$ cat config.mk
export PLATFORM = sky130hd
export DESIGN_NAME = editable_fsm_with_reachability_gc
export DESIGN_NICKNAME = d
export VERILOG_FILES = /design/src/rtl/efsm_pkg.sv /design/src/rtl/efsm_ram.sv /design/src/rtl/editable_fsm_with_reachability_gc.sv
export SDC_FILE = /design/constraint.sdc
export NUM_CORES = 1
export LEC_CHECK = 0
export BUFFER_PORTS_ARGS = -buffer_cell sky130_fd_sc_hd__buf_2
export CAP_MARGIN = 20
export CORE_UTILIZATION = 40
export CTS_CLUSTER_DIAMETER = 50
export CTS_CLUSTER_SIZE = 30
export DETAILED_ROUTE_END_ITERATION = 6
export GPL_ROUTABILITY_DRIVEN = 0
export GPL_TIMING_DRIVEN = 0
export SKIP_CTS_REPAIR_TIMING = 1
export SLEW_MARGIN = 20
export SYNTH_ARGS = -nofsm -noshare
export SYNTH_HDL_FRONTEND = slang
export SYNTH_SLANG_ARGS = --single-unit
$ cat constraint.sdc
create_clock -name clock -period 4 [get_ports clock]
set_input_delay 0.4 -clock clock [delete_from_list [all_inputs] [get_ports clock]]
set_output_delay 0.4 -clock clock [all_outputs]
set_load 0.02 [all_outputs]
$ cat src/rtl/efsm_pkg.sv
// Shared types and constants for the editable state-machine block.
// Command and status codes, sequencer states, reset contents of the edge tables.
// No dependencies.
`timescale 1ns / 1ps
`default_nettype none

package efsm_pkg;

   // command codes (req op field)
   localparam logic [2:0] OP_STEP     = 3'd0;
   localparam logic [2:0] OP_EDIT     = 3'd1;
   localparam logic [2:0] OP_COLLECT  = 3'd2;
   localparam logic [2:0] OP_DEL_UNR  = 3'd3;
   localparam logic [2:0] OP_DEL_ONE  = 3'd4;

   // status codes (rsp status field)
   localparam logic [2:0] ST_OK       = 3'd0;
   localparam logic [2:0] ST_IS_CUR   = 3'd1;
   localparam logic [2:0] ST_REF      = 3'd2;
   localparam logic [2:0] ST_NONE     = 3'd3;
   localparam logic [2:0] ST_REJECT   = 3'd4;

   // item field widths
   localparam int OP_W    = 3;
   localparam int TGT_W   = 3;
   localparam int PS_W    = 3;
   localparam int MASK_W  = 8;
   localparam int COUNT_W = 4;
   localparam int STAT_W  = 3;

   // reset contents of the first eight table entries
   localparam logic [2:0] ZERO_TABLE [8] = '{3'd3, 3'd1, 3'd1, 3'd0, 3'd2, 3'd5, 3'd4, 3'd3};
   localparam logic [2:0] ONE_TABLE  [8] = '{3'd5, 3'd2, 3'd6, 3'd4, 3'd2, 3'd0, 3'd1, 3'd0};

   typedef enum logic [2:0] {
      S_INIT,   // table fill after reset
      S_IDLE,   // waiting for a command
      S_STEP,   // table read of the current state returns
      S_SCAN,   // sweep over all entries (closure or reference check)
      S_DONE    // result waits for the output register
   } state_type;

endpackage

`default_nettype wire

$ cat src/rtl/efsm_ram.sv
// Generic single-write, single-read RAM with registered read data.
// Used for the edge tables. No dependencies.
`timescale 1ns / 1ps
`default_nettype none

module efsm_ram #(
   parameter int WIDTH = 8,
   parameter int DEPTH = 8
) (
   input  wire logic                     clock,
   input  wire logic                     wr_en,
   input  wire logic [$clog2(DEPTH)-1:0] wr_addr,
   input  wire logic [WIDTH-1:0]         wr_data,
   input  wire logic [$clog2(DEPTH)-1:0] rd_addr,
   output logic      [WIDTH-1:0]         rd_data
);

   logic [WIDTH-1:0] mem_ff [DEPTH];

   always_ff @(posedge clock) begin
      if (wr_en) begin
         mem_ff[wr_addr] <= wr_data;
      end
      rd_data <= mem_ff[rd_addr];
   end

endmodule

`default_nettype wire

$ cat src/rtl/editable_fsm_with_reachability_gc.sv
// From accept to rsp_tvalid: a step passes S_STEP and S_DONE, edit and refused commands
// go straight to S_DONE, delete-one makes one scan pass over the table, and collect /
// delete-unreachable make 1 to NUM_STATES closure passes, until a pass adds nothing.
// One command at a time; the table sweep through the shared RAM read address sets the rate.
// Synchronous active-high reset, then a fill of the edge tables with req_tready low.
`timescale 1ns / 1ps
`default_nettype none

module editable_fsm_with_reachability_gc
   import efsm_pkg::*;
#(
   parameter int NUM_STATES = 8
) (
   input  wire logic        clock,
   input  wire logic        reset,
   input  wire logic        req_tvalid,
   output logic             req_tready,
   input  wire logic [7:0]  req_tdata,   // op[2:0], edge_bit[3], target_state[6:4], zero[7]
   output logic             rsp_tvalid,
   input  wire logic        rsp_tready,
   output logic      [23:0] rsp_tdata    // present_state[2:0], unreachable_mask[10:3],
                                         // unreachable_count[14:11], status[17:15], zero
);

   localparam int IDX_W = $clog2(NUM_STATES);
   localparam int CNT_W = IDX_W + 1;
   // compare width wide enough for a 3-bit target, a state index and NUM_STATES
   localparam int CW    = ((IDX_W > TGT_W) ? IDX_W : TGT_W) + 1;
   localparam int MW    = (NUM_STATES > MASK_W) ? NUM_STATES : MASK_W;
   localparam logic [CNT_W-1:0] LAST_CNT = CNT_W'(NUM_STATES);
   localparam logic [CNT_W-1:0] FILL_END = CNT_W'(NUM_STATES - 1);
   localparam logic [CW-1:0]    N_CW     = CW'(NUM_STATES);

   // ---------------------------------------------------------------------------------
   // registers
   // ---------------------------------------------------------------------------------
   state_type               state_ff, state_in;
   logic [CNT_W-1:0]        cnt_ff, cnt_in;           // fill / sweep address counter
   logic [IDX_W-1:0]        cur_ff, cur_in;           // current state
   logic [NUM_STATES-1:0]   valid_ff, valid_in;       // per-state valid bits
   logic [OP_W-1:0]         op_ff, op_in;
   logic                    bit_ff, bit_in;
   logic [IDX_W-1:0]        tgt_ff, tgt_in;
   logic [NUM_STATES-1:0]   reach_ff, reach_in;       // reachable set under construction
   logic                    changed_ff, changed_in;   // this pass grew the set
   logic                    ref_ff, ref_in;           // delete target is referenced
   logic [COUNT_W-1:0]      ucnt_ff, ucnt_in;         // unreachable count, this pass
   logic                    pvld_ff, pvld_in;         // RAM data in this cycle is live
   logic [IDX_W-1:0]        pidx_ff, pidx_in;         // entry whose data is returning
   logic [STAT_W-1:0]       pstat_ff, pstat_in;
   logic [MASK_W-1:0]       pmask_ff, pmask_in;
   logic [COUNT_W-1:0]      pcount_ff, pcount_in;
   logic                    rvld_ff, rvld_in;
   logic [PS_W-1:0]         rstate_ff, rstate_in;
   logic [MASK_W-1:0]       rmask_ff, rmask_in;
   logic [COUNT_W-1:0]      rcount_ff, rcount_in;
   logic [STAT_W-1:0]       rstat_ff, rstat_in;

   // ---------------------------------------------------------------------------------
   // edge tables: one RAM per input bit, both read at the same address
   // ---------------------------------------------------------------------------------
   logic               wr0_en, wr1_en;
   logic [IDX_W-1:0]   wr_addr, wr0_data, wr1_data, rd_addr, d0, d1;

   efsm_ram #(.WIDTH(IDX_W), .DEPTH(NUM_STATES)) u_ram0 (
      .clock   (clock),
      .wr_en   (wr0_en),
      .wr_addr (wr_addr),
      .wr_data (wr0_data),
      .rd_addr (rd_addr),
      .rd_data (d0)
   );

   efsm_ram #(.WIDTH(IDX_W), .DEPTH(NUM_STATES)) u_ram1 (
      .clock   (clock),
      .wr_en   (wr1_en),
      .wr_addr (wr_addr),
      .wr_data (wr1_data),
      .rd_addr (rd_addr),
      .rd_data (d1)
   );

   // ---------------------------------------------------------------------------------
   // command decode
   // ---------------------------------------------------------------------------------
   logic [OP_W-1:0]  req_op;
   logic             req_bit;
   logic [TGT_W-1:0] req_tgt;
   logic [CW-1:0]    tgt_cw, cur_cw;
   logic [IDX_W-1:0] tgt_idx;
   logic             tgt_live, tgt_is_cur, accept;

   assign req_op     = req_tdata[2:0];
   assign req_bit    = req_tdata[3];
   assign req_tgt    = req_tdata[6:4];
   assign tgt_cw     = CW'(req_tgt);
   assign cur_cw     = CW'(cur_ff);
   assign tgt_idx    = tgt_cw[IDX_W-1:0];
   // out-of-range targets count as deleted
   assign tgt_live   = (tgt_cw < N_CW) && valid_ff[tgt_idx];
   assign tgt_is_cur = (tgt_cw == cur_cw);
   assign req_tready = (state_ff == S_IDLE);
   assign accept     = req_tvalid && req_tready;

   // ---------------------------------------------------------------------------------
   // reset contents for the fill pass: table value mod NUM_STATES, self loop at and above 8
   // ---------------------------------------------------------------------------------
   logic [CW-1:0] fill_idx, fill0, fill1;

   always_comb begin
      fill_idx = CW'(cnt_ff);
      fill0    = (fill_idx < CW'(8)) ? CW'(ZERO_TABLE[fill_idx[2:0]]) : fill_idx;
      fill1    = (fill_idx < CW'(8)) ? CW'(ONE_TABLE[fill_idx[2:0]]) : fill_idx;
      // values stay below 8 and NUM_STATES is at least 2: three subtractions suffice
      for (int k = 0; k < 3; k++) begin
         if (fill0 >= N_CW) fill0 = fill0 - N_CW;
         if (fill1 >= N_CW) fill1 = fill1 - N_CW;
      end
   end

   // ---------------------------------------------------------------------------------
   // sweep evaluation of the entry whose RAM data is returning
   // ---------------------------------------------------------------------------------
   logic                  live, reach_bit, changed_now, ref_now, unr_now, pass_end;
   logic                  reach_mode, load_rsp;
   logic [NUM_STATES-1:0] reach_add, reach_next, unr_set;
   logic [MW-1:0]         unr_wide;
   logic [COUNT_W-1:0]    ucnt_next;

   assign live        = pvld_ff && valid_ff[pidx_ff];
   assign reach_bit   = reach_ff[pidx_ff];
   assign reach_add   = (live && reach_bit)
                        ? ((NUM_STATES'(1) << d0) | (NUM_STATES'(1) << d1)) : '0;
   assign reach_next  = reach_ff | reach_add;
   assign changed_now = (reach_next != reach_ff);
   assign ref_now     = live && ((d0 == tgt_ff) || (d1 == tgt_ff));
   assign unr_now     = live && !reach_bit;
   // count is valid only for a pass that added nothing, when reach_ff was final
   assign ucnt_next   = (unr_now && (ucnt_ff != '1)) ? ucnt_ff + COUNT_W'(1) : ucnt_ff;
   assign pass_end    = (cnt_ff == LAST_CNT);
   assign reach_mode  = (op_ff != OP_DEL_ONE);
   assign unr_set     = valid_ff & ~reach_ff;
   assign unr_wide    = MW'(unr_set);
   assign load_rsp    = (state_ff == S_DONE) && (!rvld_ff || rsp_tready);

   // ---------------------------------------------------------------------------------
   // sequencer: next state
   // ---------------------------------------------------------------------------------
   always_comb begin
      state_in = state_ff;
      unique case (state_ff)
         S_INIT: begin
            if (cnt_ff == FILL_END) state_in = S_IDLE;
         end
         S_IDLE: begin
            if (accept) begin
               case (req_op) inside
                  OP_STEP:                 state_in = S_STEP;
                  OP_COLLECT, OP_DEL_UNR:  state_in = S_SCAN;
                  OP_DEL_ONE:              state_in = (!tgt_is_cur && tgt_live)
                                                      ? S_SCAN : S_DONE;
                  default:                 state_in = S_DONE;
               endcase
            end
         end
         S_STEP: state_in = S_DONE;
         S_SCAN: begin
            // closure repeats until a whole pass adds nothing
            if (pass_end && !(reach_mode && (changed_ff || changed_now))) begin
               state_in = S_DONE;
            end
         end
         S_DONE: begin
            if (load_rsp) state_in = S_IDLE;
         end
         default: state_in = S_INIT;
      endcase
   end

   // ---------------------------------------------------------------------------------
   // sequencer: datapath and table control
   // ---------------------------------------------------------------------------------
   always_comb begin
      cnt_in     = cnt_ff;
      cur_in     = cur_ff;
      valid_in   = valid_ff;
      op_in      = op_ff;
      bit_in     = bit_ff;
      tgt_in     = tgt_ff;
      reach_in   = reach_ff;
      changed_in = changed_ff;
      ref_in     = ref_ff;
      ucnt_in    = ucnt_ff;
      pvld_in    = 1'b0;
      pidx_in    = pidx_ff;
      pstat_in   = pstat_ff;
      pmask_in   = pmask_ff;
      pcount_in  = pcount_ff;
      wr0_en     = 1'b0;
      wr1_en     = 1'b0;
      wr_addr    = cur_ff;
      wr0_data   = tgt_idx;
      wr1_data   = tgt_idx;
      rd_addr    = cur_ff;

      unique case (state_ff)
         S_INIT: begin
            wr0_en   = 1'b1;
            wr1_en   = 1'b1;
            wr_addr  = cnt_ff[IDX_W-1:0];
            wr0_data = fill0[IDX_W-1:0];
            wr1_data = fill1[IDX_W-1:0];
            cnt_in   = cnt_ff + CNT_W'(1);
         end
         S_IDLE: begin
            // RAM is read at cur_ff here, so a step has its data next cycle
            if (accept) begin
               op_in      = req_op;
               bit_in     = req_bit;
               tgt_in     = tgt_idx;
               cnt_in     = '0;
               reach_in   = NUM_STATES'(1) << cur_ff;
               changed_in = 1'b0;
               ref_in     = 1'b0;
               ucnt_in    = '0;
               pstat_in   = ST_OK;
               pmask_in   = '0;
               pcount_in  = '0;
               case (req_op) inside
                  OP_STEP, OP_COLLECT, OP_DEL_UNR: ;
                  OP_EDIT: begin
                     if (tgt_live) begin
                        wr0_en = !req_bit;
                        wr1_en = req_bit;
                     end else begin
                        pstat_in = ST_REJECT;
                     end
                  end
                  OP_DEL_ONE: begin
                     if (tgt_is_cur)     pstat_in = ST_IS_CUR;
                     else if (!tgt_live) pstat_in = ST_REJECT;
                  end
                  default: pstat_in = ST_REJECT;
               endcase
            end
         end
         S_STEP: begin
            cur_in = bit_ff ? d1 : d0;
         end
         S_SCAN: begin
            rd_addr    = cnt_ff[IDX_W-1:0];
            pvld_in    = !pass_end;
            pidx_in    = cnt_ff[IDX_W-1:0];
            cnt_in     = cnt_ff + CNT_W'(1);
            reach_in   = reach_next;
            changed_in = changed_ff || changed_now;
            ref_in     = ref_ff || ref_now;
            ucnt_in    = ucnt_next;
            if (pass_end) begin
               if (reach_mode) begin
                  if (changed_ff || changed_now) begin
                     cnt_in     = '0;
                     changed_in = 1'b0;
                     ucnt_in    = '0;
                  end else begin
                     pmask_in  = unr_wide[MASK_W-1:0];
                     pcount_in = ucnt_next;
                     if (op_ff == OP_DEL_UNR) begin
                        if (ucnt_next == '0) pstat_in = ST_NONE;
                        else                 valid_in = valid_ff & reach_ff;
                     end
                  end
               end else begin
                  if (ref_ff || ref_now) pstat_in = ST_REF;
                  else                   valid_in[tgt_ff] = 1'b0;
               end
            end
         end
         S_DONE: ;
         default: ;
      endcase
   end

   // ---------------------------------------------------------------------------------
   // output register
   // ---------------------------------------------------------------------------------
   always_comb begin
      rvld_in   = rvld_ff && !rsp_tready;
      rstate_in = rstate_ff;
      rmask_in  = rmask_ff;
      rcount_in = rcount_ff;
      rstat_in  = rstat_ff;
      if (load_rsp) begin
         rvld_in   = 1'b1;
         rstate_in = cur_cw[PS_W-1:0];
         rmask_in  = pmask_ff;
         rcount_in = pcount_ff;
         rstat_in  = pstat_ff;
      end
   end

   assign rsp_tvalid = rvld_ff;
   assign rsp_tdata  = {6'd0, rstat_ff, rcount_ff, rmask_ff, rstate_ff};

   always_ff @(posedge clock) begin
      if (reset) begin
         state_ff <= S_INIT;
         cnt_ff   <= '0;
         cur_ff   <= '0;
         valid_ff <= '1;
         pvld_ff  <= 1'b0;
         rvld_ff  <= 1'b0;
      end else begin
         state_ff <= state_in;
         cnt_ff   <= cnt_in;
         cur_ff   <= cur_in;
         valid_ff <= valid_in;
         pvld_ff  <= pvld_in;
         rvld_ff  <= rvld_in;
      end
      op_ff      <= op_in;
      bit_ff     <= bit_in;
      tgt_ff     <= tgt_in;
      reach_ff   <= reach_in;
      changed_ff <= changed_in;
      ref_ff     <= ref_in;
      ucnt_ff    <= ucnt_in;
      pidx_ff    <= pidx_in;
      pstat_ff   <= pstat_in;
      pmask_ff   <= pmask_in;
      pcount_ff  <= pcount_in;
      rstate_ff  <= rstate_in;
      rmask_ff   <= rmask_in;
      rcount_ff  <= rcount_in;
      rstat_ff   <= rstat_in;
   end

endmodule

`default_nettype wire

==> impl_metrics.csv <==
group,metric,value,unit
clocking,cts.sinks,131,
critical_path,start_kind,"register",
sta,fin_crit,3250,ps
sta,hold_viol,0,
synthesis,synth_seq_cells,131,
critical_path,worstSetupPathType,"register to register",
placement,hpwlAfterDp,11.2,mm
run,maxCapViolCount,0,
sta,clock.fmax,308,MHz
route,routed_wirelength,15.4,mm
synthesis,syn_inst,596,
outcome,status,"finished clean",
clocking,cts_tree,"done",
worst_hold_path,hold_end,"op_ff[0]$_DFFE_PP_",
sta,worst-slew-pin-transition,1090,ps
route,viasPerCell,5.48,
route,drtIter0Drc,315,
synthesis,synth_most_common_cell,"edfxtp_1",
global_route,grt_usage,20.0,%
floorplan,die_area,0.0165,sq mm
synthesis,yosys_warnings,0,
synthesis,yosysTopAreaCellShare,49.2,%
route,drc,0,
synthesis,ys_async_sr_fraction,0,%
route,drt_pass1_iterations,5,
global_route,antenna_found_initial,0,
sta,fin_setup_tns,0,ps
route,wl_per_cell,17.7,microns
finish,instances_no_fill,873,
finish,fillCellCount,1461,
clocking,htreeDepth,4,
critical_path,worstPathArrival,3300,ps
floorplan,die_y,129,microns
critical_path,end_kind,"register",
finish,final_core_util,48.4,%
sta,period_share,81.3,%
clocking,clk_latency,430,ps
synthesis,ys_seq_area_share,57.3,%
synthesis,yosys_most_used_dff,"edfxtp_1",
sta,skew,9.86,ps
route,antenna_left,0,
global_route,grt_pass1_wl,24.5,mm
route,vias,4788,
pwr,p_leak,2.67,nW
clocking,cts_buffer_depth,2,
floorplan,core,0.0154,sq mm
sta,slew_viol_final,0,
finish,area_delta_synth_final,16.4,%
clocking,clk_pin_slew_worst_paths,60,ps
floorplan,ios,38,
synthesis,netlist_area,0.00641,sq mm
placement,numPortBuffers,29,
pwr,power_density,456,mW/mm^2
synthesis,avgSynthCellArea,10.8,sq um
clocking,cts_buffers,17,
sta,hold_ws,226,ps
sta,rsz0062_at_grt,"false",
floorplan,rows,45,
finish,nets,667,
critical_path,crit_fanout,12,
clocking,cts_root_buf,"clkbuf_16",
sta,setup_viol,0,
global_route,grt_remaining_overflow,0,
sta,slew_headroom,26.4,%
synthesis,synth_area_leaders,"edfxtp_1, dfxtp_1, nand2_1",
finish,drive_gt1_share,12.7,%
worst_hold_path,hold_class,"input port to register",
critical_path,cp_data_required_time,4050,ps
synthesis,synth.distinct_cells,71,
synthesis,synth_top_cells_by_count,"edfxtp_1, nand2_1, nor2_1",
floorplan,floorplan.initialDensity,41.5,%
critical_path,r2r-end,"pcount_ff[1]$_SDFFCE_PN0P_",
global_route,grt_pass1_vias,4643,
pwr,irDropWorstVdd,0.273,mV
critical_path,r2r_start,"pidx_ff[0]$_DFFE_PP_",
worst_hold_path,min_from,"req_tdata[0]",
global_route,grt_start_max_net_pins,19,
worst_hold_path,whs_path_depth,1,
finish,antennaDiodeCount,0,
placement,dp.cells,841,
critical_path,reg2reg_depth,7,
critical_path,rrSetupSlack,750,ps
synthesis,synth-edff-count,105,
floorplan,die_w,129,microns
synthesis,yosys.area.top_type,"edfxtp_1",
-- worst max path at each step --
stage / start / end / slack, ps / cells after the start
after global routing: pidx_ff[0]$_DFFE_PP_ / pcount_ff[2]$_SDFFCE_PN0P_ / 620 / 7
after CTS: pidx_ff[0]$_DFFE_PP_ / pcount_ff[1]$_SDFFCE_PN0P_ / 780 / 7
after detailed placement: pidx_ff[0]$_DFFE_PP_ / pcount_ff[1]$_SDFFCE_PN0P_ / 800 / 7
final: pidx_ff[0]$_DFFE_PP_ / pcount_ff[1]$_SDFFCE_PN0P_ / 750 / 7
after floorplan: pidx_ff[0]$_DFFE_PP_ / pcount_ff[0]$_SDFFCE_PN0P_ / 1050 / 7
after global placement: pidx_ff[0]$_DFFE_PP_ / pcount_ff[1]$_SDFFCE_PN0P_ / 410 / 7
-- per-layer routing --
layer	wire, microns	vias up	global-route usage (%)
met5	0	-	0
met4	273	0	8.72
met3	1030	21	5.07
met2	7470	150	32.9
met1	6660	2319	25.0
li1	-	2298	-
-- worst max-delay path, stage by stage (launching register included) --
cell and delay, ps:
edfxtp_1 510, mux4_2 570, mux2_2 340, nand2_1 150
a41oi_1 160, buf_2 330, nor3_1 210, a2bb2oi_2 590
-- stage by stage --
| step | power (mW) | setup slack, ps | instance area (sq um) |
|---|---|---|---|
| final | 3.40 | 749 | 7460 |
| after CTS | 3.43 | 782 | 7460 |
| after global routing | 3.51 | 619 | 7460 |
| after detailed placement | 1.80 | 802 | 6840 |
| after floorplan | 1.73 | 1050 | 6430 |
| after global placement | 1.79 | 411 | 6840 |
-- placed cells by master, fill, tap and decap left out, types with 5 or more instances in the layout --
| master | count |
|---|---|
| o22ai_1 | 9 |
| nor4_1 | 10 |
| and3_1 | 7 |
| nor2b_1 | 8 |
| nand3_1 | 29 |
| o21ai_1 | 6 |
| clkbuf_1 | 32 |
| inv_1 | 15 |
| clkbuf_16 | 17 |
| nor3b_1 | 8 |
| nand2b_1 | 10 |
| buf_2 | 32 |
| a21o_1 | 5 |
| dfxtp_1 | 26 |
| o211ai_1 | 7 |
| buf_4 | 6 |
| nand2_1 | 82 |
| o21bai_1 | 5 |
| nor3_1 | 16 |
| a21oi_1 | 18 |
| ha_1 | 6 |
| inv_6 | 6 |
| xnor2_1 | 13 |
| edfxtp_1 | 105 |
| mux2i_1 | 10 |
| conb_1 | 6 |
| o21ai_0 | 27 |
| nor2_1 | 59 |
-- power breakdown --
part	internal (mW)	switching [mW]
logic	0.0799	0.154
clock network	0.999	0.633
registers	1.52	0.0170
total	2.60	0.804
-- layout make-up --
type | count | area [sq um] | share of cell area, %
Timing Repair Buffer | 29 | 145 | 1.94
Tap cell | 211 | 264 | 3.54
Clock inverter | 15 | 194 | 2.60
Sequential cell | 131 | 3670 | 49.2
Buffer | 42 | 184 | 2.46
Inverter | 17 | 63.8 | 0.855
Multi-Input combinational cell | 411 | 2510 | 33.7
Clock buffer | 17 | 425 | 5.70
-- kinds of logic (layout without fill, tap and decap cells) --
group | after synthesis | after routing | share of synthesized area (%)
multiplexers | 18 | 18 | 4.18
AO/OA/AOI/OAI | 118 | 118 | 12.8
adder cells (fa/ha/maj) | 6 | 6 | 1.17
flip-flops | 131 | 131 | 57.3
XOR/XNOR | 15 | 15 | 2.05
AND/OR/NAND/NOR | 248 | 248 | 18.5
other | 1 | 6 | 0.0585
buffers and inverters | 59 | 120 | 3.87
-- state kept, by name, indices dropped and copies added (netlist names), 4 cells and up --
name           cells
u_ram0.mem_ff     24
reach_ff           8
pcount_ff          4
rmask_ff           8
valid_ff           8
pmask_ff           8
cnt_ff             4
ucnt_ff            4
u_ram1.mem_ff     24
rcount_ff          4
Power figures use the tool's default switching activity.
